**config.mk**
```make
export PLATFORM = sky130hd
export DESIGN_NAME = motor_run_supervisor
export DESIGN_NICKNAME = d
export VERILOG_FILES = /design/src/msup_pkg.sv /design/src/motor_run_supervisor.sv /design/src/msup_cfg.sv /design/src/msup_core.sv
export SDC_FILE = /design/constraint.sdc
export NUM_CORES = 1
export LEC_CHECK = 0
export ABC_AREA = 1
export BUFFER_PORTS_ARGS = -buffer_cell sky130_fd_sc_hd__buf_4
export CORE_UTILIZATION = 50
export CTS_BUF_LIST = sky130_fd_sc_hd__clkbuf_2
export DETAILED_ROUTE_END_ITERATION = 12
export GPL_TIMING_DRIVEN = 1
export HOLD_SLACK_MARGIN = 0.03
export PLACE_DENSITY = 0.73
export SLEW_MARGIN = 40
export SYNTH_ARGS = -nofsm -noshare
export SYNTH_HDL_FRONTEND = slang
export SYNTH_HIERARCHICAL = 1
export SYNTH_SLANG_ARGS = --single-unit
```
**constraint.sdc**
```tcl
create_clock -name aclk -period 6.95 [get_ports aclk]
set_input_delay 1.0425 -clock aclk [delete_from_list [all_inputs] [get_ports aclk]]
set_output_delay 1.0425 -clock aclk [all_outputs]
set_load 0.01 [all_outputs]
```
**src/msup_pkg.sv**
```systemverilog
// Shared types, codes and constants for the motor run supervisor.
package msup_pkg;

    localparam int OP_W        = 2;
    localparam int SPEED_W     = 16;
    localparam int FAULT_W     = 16;
    localparam int MODE_W      = 3;
    localparam int ERR_W       = 32;
    localparam int RPM_W       = 19;
    localparam int LIMIT_W     = 18;
    localparam int DEBOUNCE_W  = 8;
    localparam int TIMER_W     = 16;
    localparam int CFG_IDX_W   = 2;
    localparam int CFG_DATA_W  = 18;
    localparam int S_TDATA_W   = 48;
    localparam int M_TDATA_W   = 64;

    localparam logic [OP_W-1:0] OP_TICK  = 2'd0;
    localparam logic [OP_W-1:0] OP_START = 2'd1;
    localparam logic [OP_W-1:0] OP_STOP  = 2'd2;
    localparam logic [OP_W-1:0] OP_CLEAR = 2'd3;

    localparam logic [MODE_W-1:0] MODE_IDLE    = 3'd0;
    localparam logic [MODE_W-1:0] MODE_STARTUP = 3'd1;
    localparam logic [MODE_W-1:0] MODE_RUNNING = 3'd2;
    localparam logic [MODE_W-1:0] MODE_STOP    = 3'd3;
    localparam logic [MODE_W-1:0] MODE_ERROR   = 3'd4;

    localparam logic [CFG_IDX_W-1:0] CFG_OVERSPEED_LIMIT = 2'd0;
    localparam logic [CFG_IDX_W-1:0] CFG_DEBOUNCE_TICKS  = 2'd1;
    localparam logic [CFG_IDX_W-1:0] CFG_STARTUP_TICKS   = 2'd2;
    localparam logic [CFG_IDX_W-1:0] CFG_STOP_TICKS      = 2'd3;

    localparam logic [LIMIT_W-1:0]    RST_OVERSPEED_LIMIT = 18'd48000;
    localparam logic [DEBOUNCE_W-1:0] RST_DEBOUNCE_TICKS  = 8'd10;
    localparam logic [TIMER_W-1:0]    RST_STARTUP_TICKS   = 16'd500;
    localparam logic [TIMER_W-1:0]    RST_STOP_TICKS      = 16'd100;

    localparam logic [ERR_W-1:0] OVERSPEED_BIT = 32'h8000_0000;

    typedef struct packed {
        logic [LIMIT_W-1:0]    overspeed_limit;
        logic [DEBOUNCE_W-1:0] debounce_ticks;
        logic [TIMER_W-1:0]    startup_ticks;
        logic [TIMER_W-1:0]    stop_ticks;
    } cfg_t;

    typedef struct packed {
        logic [OP_W-1:0]           op;
        logic signed [SPEED_W-1:0] speed_reading;
        logic [FAULT_W-1:0]        faults_now;
        logic [FAULT_W-1:0]        faults_seen;
    } item_t;

    typedef struct packed {
        logic [MODE_W-1:0]       mode;
        logic                    accepted;
        logic                    fault_latched;
        logic [ERR_W-1:0]        error_code;
        logic signed [RPM_W-1:0] speed_rpm;
        logic                    drive_start;
        logic                    drive_stop;
        logic                    fault_ack;
    } result_t;

endpackage

```
**src/motor_run_supervisor.sv**
```systemverilog
// Motor run supervisor top level: stream input and result registers around the core.
// Data path: an accepted s_ item passes through the input register, then the result
// register; m_tvalid rises once the result register is loaded.
// Throughput: one item per cycle while m_tready does not stall the output; set by the
// combinational core update between the input register and the result register.
// Reset: aresetn synchronous, active low; mode idle, counters, fault state cleared.
module motor_run_supervisor
    import msup_pkg::*;
(
    input  logic                  aclk,
    input  logic                  aresetn,
    input  logic                  s_tvalid,
    output logic                  s_tready,
    input  logic [S_TDATA_W-1:0]  s_tdata,  // speed_reading, faults_now, faults_seen
    input  logic [OP_W-1:0]       s_tuser,  // op
    output logic                  m_tvalid,
    input  logic                  m_tready,
    // mode, accepted, fault_latched, error_code, speed_rpm, drive_start,
    // drive_stop, fault_ack, zero padding
    output logic [M_TDATA_W-1:0]  m_tdata,
    input  logic                  cfg_valid,
    output logic                  cfg_ready,
    input  logic [CFG_IDX_W-1:0]  cfg_index,
    input  logic [CFG_DATA_W-1:0] cfg_data
);

    cfg_t    cfg;
    item_t   in_item_reg;
    logic    in_valid_reg, in_valid_next;
    result_t out_res_reg;
    logic    out_valid_reg, out_valid_next;
    result_t core_res;
    logic    advance;
    logic    s_xfer;

    assign advance  = in_valid_reg && (!out_valid_reg || m_tready);
    assign s_tready = !in_valid_reg || advance;
    assign s_xfer   = s_tvalid && s_tready;

    assign in_valid_next  = s_xfer ? 1'b1 : (advance ? 1'b0 : in_valid_reg);
    assign out_valid_next = advance ? 1'b1 : (m_tready ? 1'b0 : out_valid_reg);

    msup_cfg u_cfg (
        .aclk      (aclk),
        .aresetn   (aresetn),
        .cfg_valid (cfg_valid),
        .cfg_ready (cfg_ready),
        .cfg_index (cfg_index),
        .cfg_data  (cfg_data),
        .cfg       (cfg)
    );

    msup_core u_core (
        .aclk    (aclk),
        .aresetn (aresetn),
        .fire    (advance),
        .item    (in_item_reg),
        .cfg     (cfg),
        .res     (core_res)
    );

    always_ff @(posedge aclk) begin
        if (!aresetn) begin
            in_valid_reg  <= 1'b0;
            out_valid_reg <= 1'b0;
        end else begin
            in_valid_reg  <= in_valid_next;
            out_valid_reg <= out_valid_next;
        end
    end

    always_ff @(posedge aclk) begin
        if (s_xfer) begin
            in_item_reg.op            <= s_tuser;
            in_item_reg.speed_reading <= s_tdata[15:0];
            in_item_reg.faults_now    <= s_tdata[31:16];
            in_item_reg.faults_seen   <= s_tdata[47:32];
        end
        if (advance) begin
            out_res_reg <= core_res;
        end
    end

    assign m_tvalid = out_valid_reg;
    assign m_tdata  = {5'b0,
                       out_res_reg.fault_ack,
                       out_res_reg.drive_stop,
                       out_res_reg.drive_start,
                       out_res_reg.speed_rpm,
                       out_res_reg.error_code,
                       out_res_reg.fault_latched,
                       out_res_reg.accepted,
                       out_res_reg.mode};

endmodule

```
**src/msup_cfg.sv**
```systemverilog
// Configuration register bank for the motor run supervisor.
module msup_cfg
    import msup_pkg::*;
(
    input  logic                  aclk,
    input  logic                  aresetn,
    input  logic                  cfg_valid,
    output logic                  cfg_ready,
    input  logic [CFG_IDX_W-1:0]  cfg_index,
    input  logic [CFG_DATA_W-1:0] cfg_data,
    output cfg_t                  cfg
);

    cfg_t cfg_reg;
    cfg_t cfg_next;

    assign cfg_ready = 1'b1;
    assign cfg       = cfg_reg;

    always_comb begin
        cfg_next = cfg_reg;
        if (cfg_valid) begin
            case (cfg_index)
                CFG_OVERSPEED_LIMIT: cfg_next.overspeed_limit = cfg_data[LIMIT_W-1:0];
                CFG_DEBOUNCE_TICKS:  cfg_next.debounce_ticks  = cfg_data[DEBOUNCE_W-1:0];
                CFG_STARTUP_TICKS:   cfg_next.startup_ticks   = cfg_data[TIMER_W-1:0];
                CFG_STOP_TICKS:      cfg_next.stop_ticks      = cfg_data[TIMER_W-1:0];
                default:             cfg_next = cfg_reg;
            endcase
        end
    end

    always_ff @(posedge aclk) begin
        if (!aresetn) begin
            cfg_reg.overspeed_limit <= RST_OVERSPEED_LIMIT;
            cfg_reg.debounce_ticks  <= RST_DEBOUNCE_TICKS;
            cfg_reg.startup_ticks   <= RST_STARTUP_TICKS;
            cfg_reg.stop_ticks      <= RST_STOP_TICKS;
        end else begin
            cfg_reg <= cfg_next;
        end
    end

endmodule

```
**src/msup_core.sv**
```systemverilog
// Mode sequencer, fault latch, overspeed debounce and mode timers.
module msup_core
    import msup_pkg::*;
(
    input  logic    aclk,
    input  logic    aresetn,
    input  logic    fire,
    input  item_t   item,
    input  cfg_t    cfg,
    output result_t res
);

    logic [MODE_W-1:0]     run_mode_reg, run_mode_next;
    logic [TIMER_W-1:0]    mode_timer_reg, mode_timer_next;
    logic [DEBOUNCE_W-1:0] os_count_reg, os_count_next;
    logic                  fault_flag_reg, fault_flag_next;
    logic [ERR_W-1:0]      error_word_reg, error_word_next;

    logic signed [RPM_W-1:0] rpm;
    logic                    fast;
    logic [DEBOUNCE_W-1:0]   cnt_inc;
    logic [TIMER_W-1:0]      tmr_inc;
    logic [ERR_W-1:0]        packed_faults;

    assign rpm = (RPM_W'(item.speed_reading) <<< 2) + (RPM_W'(item.speed_reading) <<< 1);
    assign fast = item.speed_reading[SPEED_W-1]
                  || (rpm[LIMIT_W-1:0] > cfg.overspeed_limit);
    assign cnt_inc = os_count_reg + DEBOUNCE_W'(1);
    assign tmr_inc = mode_timer_reg + TIMER_W'(1);
    assign packed_faults = {item.faults_now, item.faults_seen};

    always_comb begin
        run_mode_next   = run_mode_reg;
        mode_timer_next = mode_timer_reg;
        os_count_next   = os_count_reg;
        fault_flag_next = fault_flag_reg;
        error_word_next = error_word_reg;
        res             = '0;

        case (item.op)
            OP_TICK: begin
                res.accepted  = 1'b1;
                res.speed_rpm = rpm;
                if (run_mode_reg != MODE_IDLE && run_mode_reg != MODE_ERROR) begin
                    error_word_next = packed_faults;
                    if (packed_faults != '0) begin
                        fault_flag_next = 1'b1;
                        res.drive_stop  = 1'b1;
                        run_mode_next   = MODE_ERROR;
                        mode_timer_next = '0;
                    end
                end
                if (!fault_flag_next) begin
                    if (fast) begin
                        os_count_next = cnt_inc;
                        if (cnt_inc >= cfg.debounce_ticks) begin
                            os_count_next   = '0;
                            error_word_next = error_word_next | OVERSPEED_BIT;
                            fault_flag_next = 1'b1;
                            res.drive_stop  = 1'b1;
                            run_mode_next   = MODE_ERROR;
                            mode_timer_next = '0;
                        end
                    end else begin
                        os_count_next = '0;
                    end
                end
                // timers run only if no error was raised on this tick
                if (run_mode_next == MODE_STARTUP) begin
                    mode_timer_next = tmr_inc;
                    if (tmr_inc >= cfg.startup_ticks) begin
                        run_mode_next   = MODE_RUNNING;
                        mode_timer_next = '0;
                    end
                end else if (run_mode_next == MODE_STOP) begin
                    mode_timer_next = tmr_inc;
                    if (tmr_inc >= cfg.stop_ticks) begin
                        run_mode_next   = MODE_IDLE;
                        mode_timer_next = '0;
                    end
                end
            end
            OP_START: begin
                if (run_mode_reg == MODE_IDLE) begin
                    res.accepted    = 1'b1;
                    run_mode_next   = MODE_STARTUP;
                    mode_timer_next = '0;
                    fault_flag_next = 1'b0;
                    error_word_next = '0;
                    res.fault_ack   = 1'b1;
                    res.drive_start = 1'b1;
                end
            end
            OP_STOP: begin
                if (run_mode_reg == MODE_STARTUP || run_mode_reg == MODE_RUNNING) begin
                    res.accepted    = 1'b1;
                    run_mode_next   = MODE_STOP;
                    mode_timer_next = '0;
                    res.drive_stop  = 1'b1;
                end
            end
            OP_CLEAR: begin
                if (run_mode_reg == MODE_ERROR) begin
                    res.accepted    = 1'b1;
                    fault_flag_next = 1'b0;
                    error_word_next = '0;
                    res.fault_ack   = 1'b1;
                    run_mode_next   = MODE_IDLE;
                    mode_timer_next = '0;
                end
            end
            default: begin
                res.accepted = 1'b0;
            end
        endcase

        res.mode          = run_mode_next;
        res.fault_latched = fault_flag_next;
        res.error_code    = error_word_next;
    end

    always_ff @(posedge aclk) begin
        if (!aresetn) begin
            run_mode_reg   <= MODE_IDLE;
            mode_timer_reg <= '0;
            os_count_reg   <= '0;
            fault_flag_reg <= 1'b0;
            error_word_reg <= '0;
        end else if (fire) begin
            run_mode_reg   <= run_mode_next;
            mode_timer_reg <= mode_timer_next;
            os_count_reg   <= os_count_next;
            fault_flag_reg <= fault_flag_next;
            error_word_reg <= error_word_next;
        end
    end

    a_flag_iff_error: assert property (@(posedge aclk) disable iff (!aresetn)
        fault_flag_reg == (run_mode_reg == MODE_ERROR))
        else $error("fault flag out of step with error mode");

    a_timer_idle: assert property (@(posedge aclk) disable iff (!aresetn)
        (run_mode_reg != MODE_STARTUP && run_mode_reg != MODE_STOP) |-> mode_timer_reg == '0)
        else $error("mode timer running outside a timed mode");

    a_word_needs_flag: assert property (@(posedge aclk) disable iff (!aresetn)
        (error_word_reg != '0) |-> fault_flag_reg)
        else $error("error word held without latched fault");

    a_start_enters_startup: assert property (@(posedge aclk) disable iff (!aresetn)
        (fire && res.drive_start) |=> (run_mode_reg == MODE_STARTUP && !fault_flag_reg))
        else $error("start pulse without entering startup");

endmodule

```
==> results.yml, run 1 <==
routing:
  vias: 11079
  antenna_left: 0
  drcViolationCount: 0
  drtIter0Drc: 757
  wl_per_cell_um: 14.1
  dr.pass1.iters: 7
  wl_um: 30800
  via_per_inst: 5.09
grt:
  grt_pass1_wl_um: 50200
  met3_usage: 0.0452
  grt.busiest_layer: "met2"
  gr-usage-met1: 0.298
  antenna_found_initial: 1
  track_usage: 0.236
  grt_max_degree: 70
  overflow: 0
  grt_pass1_vias: 10489
  gr-usage-met2: 0.399
cts:
  cts_setup_buffers: 0
  root_buffer: "clkbuf_2"
  cts_tree: "yes"
  htree_levels: 2
  cts_buffers: 57
  cts_buffer_depth: 3
  ctsHoldBuffers: 0
  clk_latency_ns: 0.84
  path_clk_slew_ns: 0.12
  clkSinkCount: 229
  post_cts_resized: 0
final_layout:
  nets: 1950
  fin_area_um2: 14500
  fillers: 2389
  area_growth_syn_to_layout_pct: 13.4
  drive_above_1_share: 0.157
  largest_register_ffs: 59
  fin_util: 0.577
hold_path:
  min_from: "s_tuser[1]"
  hp-class: "input pin to register"
  holdPathEnd: "in_item_reg[49]"
  hold_depth: 1
critical_path:
  r2r-start: "in_item_reg[32]"
  critPathLaunchType: "register"
  cpPeakStageDelay_ns: 0.41
  path_class: "register to register"
  cp_max_fo: 19
  cpMostUsedCell: "nand2_1"
  endpoint_kind: "register"
  r2r_end: "m_tdata[1]"
  cp.arrival_ns: 5.45
  r2r_slack_ns: 2.11
  reg2regPathDepth: 29
  crit_buf_inv: 2
  crit_slowest_cell: "edfxtp_1"
  cp.required_ns: 7.56
  critPathTopFamily: "simple AND/OR/NAND/NOR gates"
logic_synthesis:
  syn_area_um2: 12800
  synthTopCellsByCount: "nand2_1 (447), inv_1 (250), nor2_1 (137)"
  yosys.area.top_type_share: 0.256
  ys.flop_type: "dfxtp_1"
  ys_top_cells_by_area: "edfxtp_1 (26%), dfxtp_1 (19%), nand2_1 (13%), inv_1 (7.3%), ha_1 (7.2%)"
  synth_most_common_cell: "nand2_1"
  synth_async_sr_flop_share: 0
  synthDistinctLibCells: 52
  ys_seq_elements: 229
  yosysTopAreaCell: "edfxtp_1"
  syn_avg_cell_area_um2: 7.67
  yosysWarnings: 6
  syn_inst: 1665
  synth_edf_count: 109
  ys_seq_area_frac: 0.444
timing:
  fin_hold_ws_ns: 0.368
  worstMarginPinSlew_ns: 0.724
  period_share: 0.697
  slew_viol_final: 0
  skew_ns: 0.0930
  max_freq_ghz: 0.207
  setup_ws_ns: 2.11
  hold_viol: 0
  max_slew_margin: 0.516
  finalSetupTns_ns: 0
  finalSetupViolations: 0
  layout_min_cycle_time_ns: 4.84
  rsz0062_at_grt: "false"
power:
  powerDensity_nw_per_um2: 210
  vdd_drop_max_mv: 0.142
  power_leakage_nw: 7.12
place:
  gp_congestion: 0.883
  portBuffers: 135
  post-dp-hpwl_um: 21400
  post-place-ws_ns: 2.15
  place_area_um2: 13900
floorplanning:
  fp.coreArea_um2: 25100
  rows: 58
  fp.dieH_um: 162
  die-area_um2: 26200
  ios: 142
  start_util: 0.509
  die-width_um: 162
flow_run:
  max-cap-violations: 0
run_status:
  status: "completed"
-- cells by family after synthesis --
group / share of synthesized area
XOR/XNOR: 0.0213
flip-flops: 0.444
buffers and inverters: 0.105
AO/OA/AOI/OAI: 0.102
other: 0.000882
adder cells (fa/ha/maj): 0.0741
AND/OR/NAND/NOR: 0.253
-- metal layers --
metal,vias to the layer above,part of all wire
met1,5060,0.44
met5,-,0
met2,319,0.48
met4,0,0.024
li1,5636,-
met3,64,0.058
-- report_power, final --
group          internal [W]  switching [W]  total [W]  leakage, nW
clock              0.000365       0.000544   0.000909        0.403
sequential          0.00149      0.0000371    0.00153         2.04
combinational      0.000222       0.000384   0.000605         4.68
-- cells in the final DEF, fill, tap and decap left out, types with 8 or more instances in the layout --
| master | netlist | layout |
|---|---|---|
| nand2_1 | 447 | 447 |
| inv_1 | 250 | 247 |
| buf_4 | 11 | 141 |
| nor2_1 | 137 | 135 |
| dfxtp_1 | 120 | 120 |
| nand3_1 | 112 | 111 |
| a21oi_1 | 110 | 109 |
| edfxtp_1 | 109 | 109 |
| clkbuf_2 | 1 | 85 |
| o21ai_0 | 82 | 82 |
| ha_1 | 74 | 74 |
| xor2_1 | 26 | 26 |
| clkinv_1 | 1 | 14 |
| inv_2 | 11 | 12 |
| nand4_1 | 12 | 12 |
| nor3_1 | 11 | 11 |
| o21ai_1 | 11 | 11 |
| a21oi_2 | 8 | 8 |
| o22ai_1 | 8 | 8 |
-- final cells by class --
type / count / area [um2] / share of cell area
clock buffer: 85 / 425 / 0.0294
multi-input combinational: 1108 / 5800 / 0.401
inverter: 262 / 988 / 0.0683
timing repair buffer: 142 / 1070 / 0.0739
antenna: 1 / 2.50 / 0.000173
tap: 330 / 413 / 0.0285
sequential: 229 / 5680 / 0.392
clock inverter: 19 / 106 / 0.00734
-- worst max path at each step --
stage                               start                     end  slack, ns  cells past startpoint
after CTS                 in_item_reg[32]              m_tdata[1]       2.14                     29
after global routing      in_item_reg[32]  u_core/run_mode_reg[1]       1.64                     30
after detailed placement  in_item_reg[32]              m_tdata[1]       2.15                     29
final                     in_item_reg[32]              m_tdata[1]       2.11                     29
after floorplan                  m_tready  u_core/os_count_reg[1]       1.05                     10
after global placement    in_item_reg[33]  u_core/run_mode_reg[1]       2.33                     31
-- metrics by stage --
step                      power (W)  instances
after floorplan             0.00198       1669
after global placement      0.00214       2071
after detailed placement    0.00216       2071
after CTS                   0.00307       2175
after global routing        0.00323       2176
final                       0.00304       2176
(Power assumes the default switching activity.)
==> run 2, diff against run 1 <==
--- a/config.mk
+++ b/config.mk
@@ -12,7 +12,7 @@
 export DETAILED_ROUTE_END_ITERATION = 12
 export GPL_TIMING_DRIVEN = 1
 export HOLD_SLACK_MARGIN = 0.03
-export PLACE_DENSITY = 0.73
+export PLACE_DENSITY = 0.75
 export SLEW_MARGIN = 40
 export SYNTH_ARGS = -nofsm -noshare
 export SYNTH_HDL_FRONTEND = slang
==> constraint.sdc (replaced) <==
create_clock -name aclk -period 3.88 [get_ports aclk]
set_input_delay 0.582 -clock aclk [delete_from_list [all_inputs] [get_ports aclk]]
set_output_delay 0.582 -clock aclk [all_outputs]
set_load 0.01 [all_outputs]
==> results.yml, run 2 (synthesis gave the netlist of run 1 again) <==
power:
  vdd_drop_max_mv: 0.252
  p_total_w: 0.00570
  power_leakage_nw: 7.76
  p_switching_w: 0.00186
  p_int_w: 0.00385
  pwr-share-seq: 0.480
  powerDensity_nw_per_um2: 361
  netSwitchingFraction: 0.325
  clkPwrFrac: 0.293
  p_comb_frac: 0.226
grt:
  overflow: 0
  grt_pass1_wl_um: 56300
  grt_pass1_vias: 11760
  track_usage: 0.266
  antenna_found_initial: 1
  grt_max_degree: 69
timing:
  hold_viol: 0
  period_share: 1.04
  finalSetupViolations: 20
  finalSetupTns_ns: -2.57
  slew_viol_final: 0
  setup_ws_ns: -0.160
  max_freq_ghz: 0.248
  worstMarginPinSlew_ns: 0.696
  rsz0062_at_grt: "true"
  layout_min_cycle_time_ns: 4.04
  max_slew_margin: 0.533
  skew_ns: 0.0670
critical_path:
  cp.required_ns: 4.57
  cp_max_fo: 8
  cpMostUsedCell: "nand2_1"
  endpoint_kind: "register"
  r2r_slack_ns: -0.16
  path_class: "register to register"
  cpPeakStageDelay_ns: 0.44
  endpoint: "u_core/mode_timer_reg[7]"
  reg2regPathDepth: 29
  r2r-start: "in_item_reg[34]"
  critPathLaunchType: "register"
  crit_slowest_cell: "edfxtp_1"
  crit_path_start: "in_item_reg[34]"
  cp.arrival_ns: 4.73
  r2r_end: "u_core/mode_timer_reg[7]"
cts:
  clk_latency_ns: 0.88
  cts_buffer_depth: 3
  path_clk_slew_ns: 0.10
  clkSinkCount: 229
  root_buffer: "clkbuf_2"
  cts_buffers: 59
  htree_levels: 2
  cts_tree: "yes"
final_layout:
  fin_area_um2: 15800
  final_common_cell: "nand2_1"
  area_growth_syn_to_layout_pct: 23.7
  drive_above_1_share: 0.188
  final_cell_mix: "nand2_1 (445), inv_1 (246), buf_4 (189)"
  fin_util: 0.629
  nets: 2082
  largest_register_ffs: 59
  fillers: 2175
routing:
  dr.pass1.iters: 7
  wl_um: 35000
  wl_met3_um: 2340
  via_per_inst: 5.20
  antenna_left: 0
  met1_length_um: 14200
  vias: 12026
  wl_per_cell_um: 15.1
  dr_wl_met2_um: 17500
  highest-signal-layer: "met4"
  drtIter0Drc: 959
  drcViolationCount: 0
floorplanning:
  fp.coreArea_um2: 25100
  die-area_um2: 26200
  start_util: 0.509
  rows: 58
  ios: 142
  die-width_um: 162
  fp.dieH_um: 162
place:
  gp_congestion: 0.931
  place_area_um2: 14300
  portBuffers: 135
  post-dp-hpwl_um: 23000
flow_run:
  max-cap-violations: 0
hold_path:
  hp-class: "input pin to register"
run_status:
  violations: "negative setup slack"
  status: "complete, but fails checks"
## run 2: timing repair
item                                   CTS  global route
pin swaps                               14             7
resized for setup                       14            22
endpoints found under the hold margin  102             0
setup buffers                           12             1
hold buffers                            72             0
cloned                                   2             0
setup endpoints to repair               32            35
## run 2: area by class of cell
type | count | area (um2) | share of cell area
multi-input cells | 1109 | 5880 | 0.372
flip-flops and latches | 229 | 5680 | 0.359
repair buffers | 271 | 2300 | 0.145
inverters | 262 | 988 | 0.0625
clock buffers | 95 | 475 | 0.0301
well taps | 330 | 413 | 0.0261
clock inverters | 15 | 65.1 | 0.00412
diodes | 1 | 2.50 | 0.000158
## run 2: metrics by stage
step | worst slack [ns] | hold WS (ns) | std cells
2_1_floorplan | 0.00259 | 0.429 | 1669
3_3_place_gp | -0.0149 | 0.443 | 2114
3_5_place_dp | -0.194 | 0.446 | 2114
4_1_cts | -0.0923 | 0.0467 | 2310
5_1_grt | -0.453 | 0.0933 | 2312
6_report | -0.160 | 0.131 | 2312
## run 2: worst min-delay path by stage
stage                       start             to  slack [ns]  cells past startpoint
detailed placement  u_cfg/cfg[20]  u_cfg/cfg[20]        0.45                      2
finish               cfg_index[0]  u_cfg/cfg[20]        0.13                      4
floorplan           u_cfg/cfg[18]  u_cfg/cfg[18]        0.43                      2
global route         cfg_index[0]  u_cfg/cfg[20]        0.09                      4
CTS                  cfg_index[0]  u_cfg/cfg[20]        0.05                      4
global placement    u_cfg/cfg[22]  u_cfg/cfg[22]        0.44                      2
## run 2: per-layer routing
metal | track usage | vias up
met5 | 0 | -
met4 | 0.113 | 0
met3 | 0.0498 | 78
met2 | 0.463 | 442
met1 | 0.320 | 5593
li1 | - | 5913
## run 2: worst max-delay path, delay by kind of cell, from the launching register on
| family | cells | cell delay [ns] |
|---|---|---|
| fa+ha+maj | 2 | 0.64 |
| buf+inv | 4 | 0.47 |
| flops | 1 | 0.44 |
| simple gates | 19 | 1.85 |
| compound gates | 3 | 0.28 |
| xor+xnor | 1 | 0.18 |
## run 2: power groups by stage
stage | clock network (W) | registers, W | logic [W]
2_1_floorplan | 0 | 0.00280 | 0.000752
3_3_place_gp | 0 | 0.00279 | 0.00111
3_5_place_dp | 0 | 0.00279 | 0.00114
4_1_cts | 0.00171 | 0.00274 | 0.00125
5_1_grt | 0.00184 | 0.00276 | 0.00144
6_report | 0.00167 | 0.00274 | 0.00129
==> run 3, diff against run 2 <==
--- a/config.mk
+++ b/config.mk
@@ -13,6 +13,7 @@
 export GPL_TIMING_DRIVEN = 1
 export HOLD_SLACK_MARGIN = 0.03
 export PLACE_DENSITY = 0.75
+export SKIP_LAST_GASP = 1
 export SLEW_MARGIN = 40
 export SYNTH_ARGS = -nofsm -noshare
 export SYNTH_HDL_FRONTEND = slang
==> results.yml, run 3 (synthesis gave the netlist of run 1 again) <==
grt:
  grt_pass1_vias: 11760
  track_usage: 0.266
  grt_pass1_wl_um: 56300
  grt_max_degree: 69
  grt.busiest_layer: "met2"
  met3_usage: 0.0498
  overflow: 0
  gr-usage-met1: 0.320
  antenna_found_initial: 1
  gr-usage-met2: 0.463
final_layout:
  fillers: 2174
  multi_input_area_um2: 5870
  nets: 2082
  fin_util: 0.628
  area_growth_syn_to_layout_pct: 23.5
  final_cell_mix: "nand2_1 (445), inv_1 (246), buf_4 (191)"
  fin_area_um2: 15800
  largest_register_ffs: 59
  final_common_cell: "nand2_1"
  drive_above_1_share: 0.187
  seqCellArea_um2: 5680
cts:
  htree_levels: 2
  cts_tree: "yes"
  cts_buffer_depth: 3
  root_buffer: "clkbuf_2"
  clkSinkCount: 229
  cts_buffers: 59
  clk_latency_ns: 0.88
  path_clk_slew_ns: 0.10
critical_path:
  endpoint_kind: "register"
  cp_max_fo: 8
  path_class: "register to register"
  cp.required_ns: 4.57
  cp.arrival_ns: 4.72
  cpMostUsedCell: "nand2_1"
  critPathLaunchType: "register"
  r2r_slack_ns: -0.15
  cpPeakStageDelay_ns: 0.44
  crit_slowest_cell: "edfxtp_1"
timing:
  hold_viol: 0
  period_share: 1.04
  skew_ns: 0.0736
  setup_ws_ns: -0.150
  rsz0062_at_grt: "true"
  max_freq_ghz: 0.248
  worstMarginPinSlew_ns: 0.704
  max_slew_margin: 0.528
  layout_min_cycle_time_ns: 4.03
  slew_viol_final: 0
  finalSetupViolations: 20
floorplanning:
  start_util: 0.509
  rows: 58
  die-width_um: 162
  fp.coreArea_um2: 25100
  die-area_um2: 26200
  fp.dieH_um: 162
  ios: 142
run_status:
  violations: "negative setup slack"
  status: "complete, but fails checks"
routing:
  drtIter0Drc: 895
  vias: 12051
  dr.pass1.iters: 6
  via_per_inst: 5.21
  antenna_left: 0
  drcViolationCount: 0
  wl_per_cell_um: 15.1
  wl_um: 34800
power:
  netSwitchingFraction: 0.325
  powerDensity_nw_per_um2: 361
  p_switching_w: 0.00185
  p_int_w: 0.00385
  pwr-share-seq: 0.481
  vdd_drop_max_mv: 0.252
  clkPwrFrac: 0.293
  p_comb_frac: 0.225
  power_leakage_nw: 7.76
hold_path:
  hp-class: "input pin to register"
place:
  portBuffers: 135
  place_area_um2: 14300
  gp_congestion: 0.931
  post-dp-hpwl_um: 23000
flow_run:
  max-cap-violations: 0
==> run 3: power by group through the flow <==
stage               Sequential (W)  Clock [W]  Combinational (W)
floorplan                  0.00280          0           0.000752
global placement           0.00279          0            0.00111
detailed placement         0.00279          0            0.00114
CTS                        0.00274    0.00171            0.00125
global route               0.00276    0.00184            0.00143
finish                     0.00274    0.00167            0.00128
==> run 3: stage by stage <==
stage	total power [W]	cells	hold slack (ns)	setup slack [ns]	TNS (ns)
after detailed placement	0.00394	2114	0.446	-0.194	-3.59
after global routing	0.00603	2312	0.0932	-0.487	-11.81
final	0.00569	2312	0.128	-0.150	-2.21
after global placement	0.00390	2114	0.443	-0.0149	-0.0178
after floorplan	0.00355	1669	0.429	0.00259	0
after CTS	0.00570	2310	0.0467	-0.0923	-1.15
==> run 3: final cells by class <==
class,instances,area share
multi-input cells,1109,0.372
flip-flops and latches,229,0.360
repair buffers,271,0.145
inverters,262,0.0625
clock buffers,95,0.0301
well taps,330,0.0262
clock inverters,15,0.00412
diodes,1,0.000159
==> run 3: worst max-delay path: cells and delay by family, from the launching register on <==
| family | cells | cell delay [ns] |
|---|---|---|
| AO/OA/AOI/OAI | 3 | 0.28 |
| XOR/XNOR | 1 | 0.18 |
| adder cells (fa/ha/maj) | 2 | 0.64 |
| buffers and inverters | 4 | 0.48 |
| flip-flops | 1 | 0.44 |
| AND/OR/NAND/NOR | 19 | 1.85 |
==> run 3: worst paths after layout <==
kind | start | end | cells after the start
min | cfg_index[0] | u_cfg/cfg[20] | 4
max reg2reg | in_item_reg[34] | u_core/mode_timer_reg[7] | 29
max | in_item_reg[34] | u_core/mode_timer_reg[7] | 29
min reg2reg | u_cfg/cfg[24] | u_cfg/cfg[24] | 2
==> run 3: per-layer routing <==
layer,up-vias,share of wire
li1,5907,-
met1,5537,0.40
met2,502,0.50
met3,105,0.071
met4,0,0.033
met5,-,0
==> run 3: timing repair <==
item,CTS,global route
hold buffers,72,0
endpoints found under the setup margin,32,35
endpoints found under the hold margin,102,0
gates cloned,2,0
pin swaps,14,7
gates resized for setup,14,16
buffers inserted,12,1
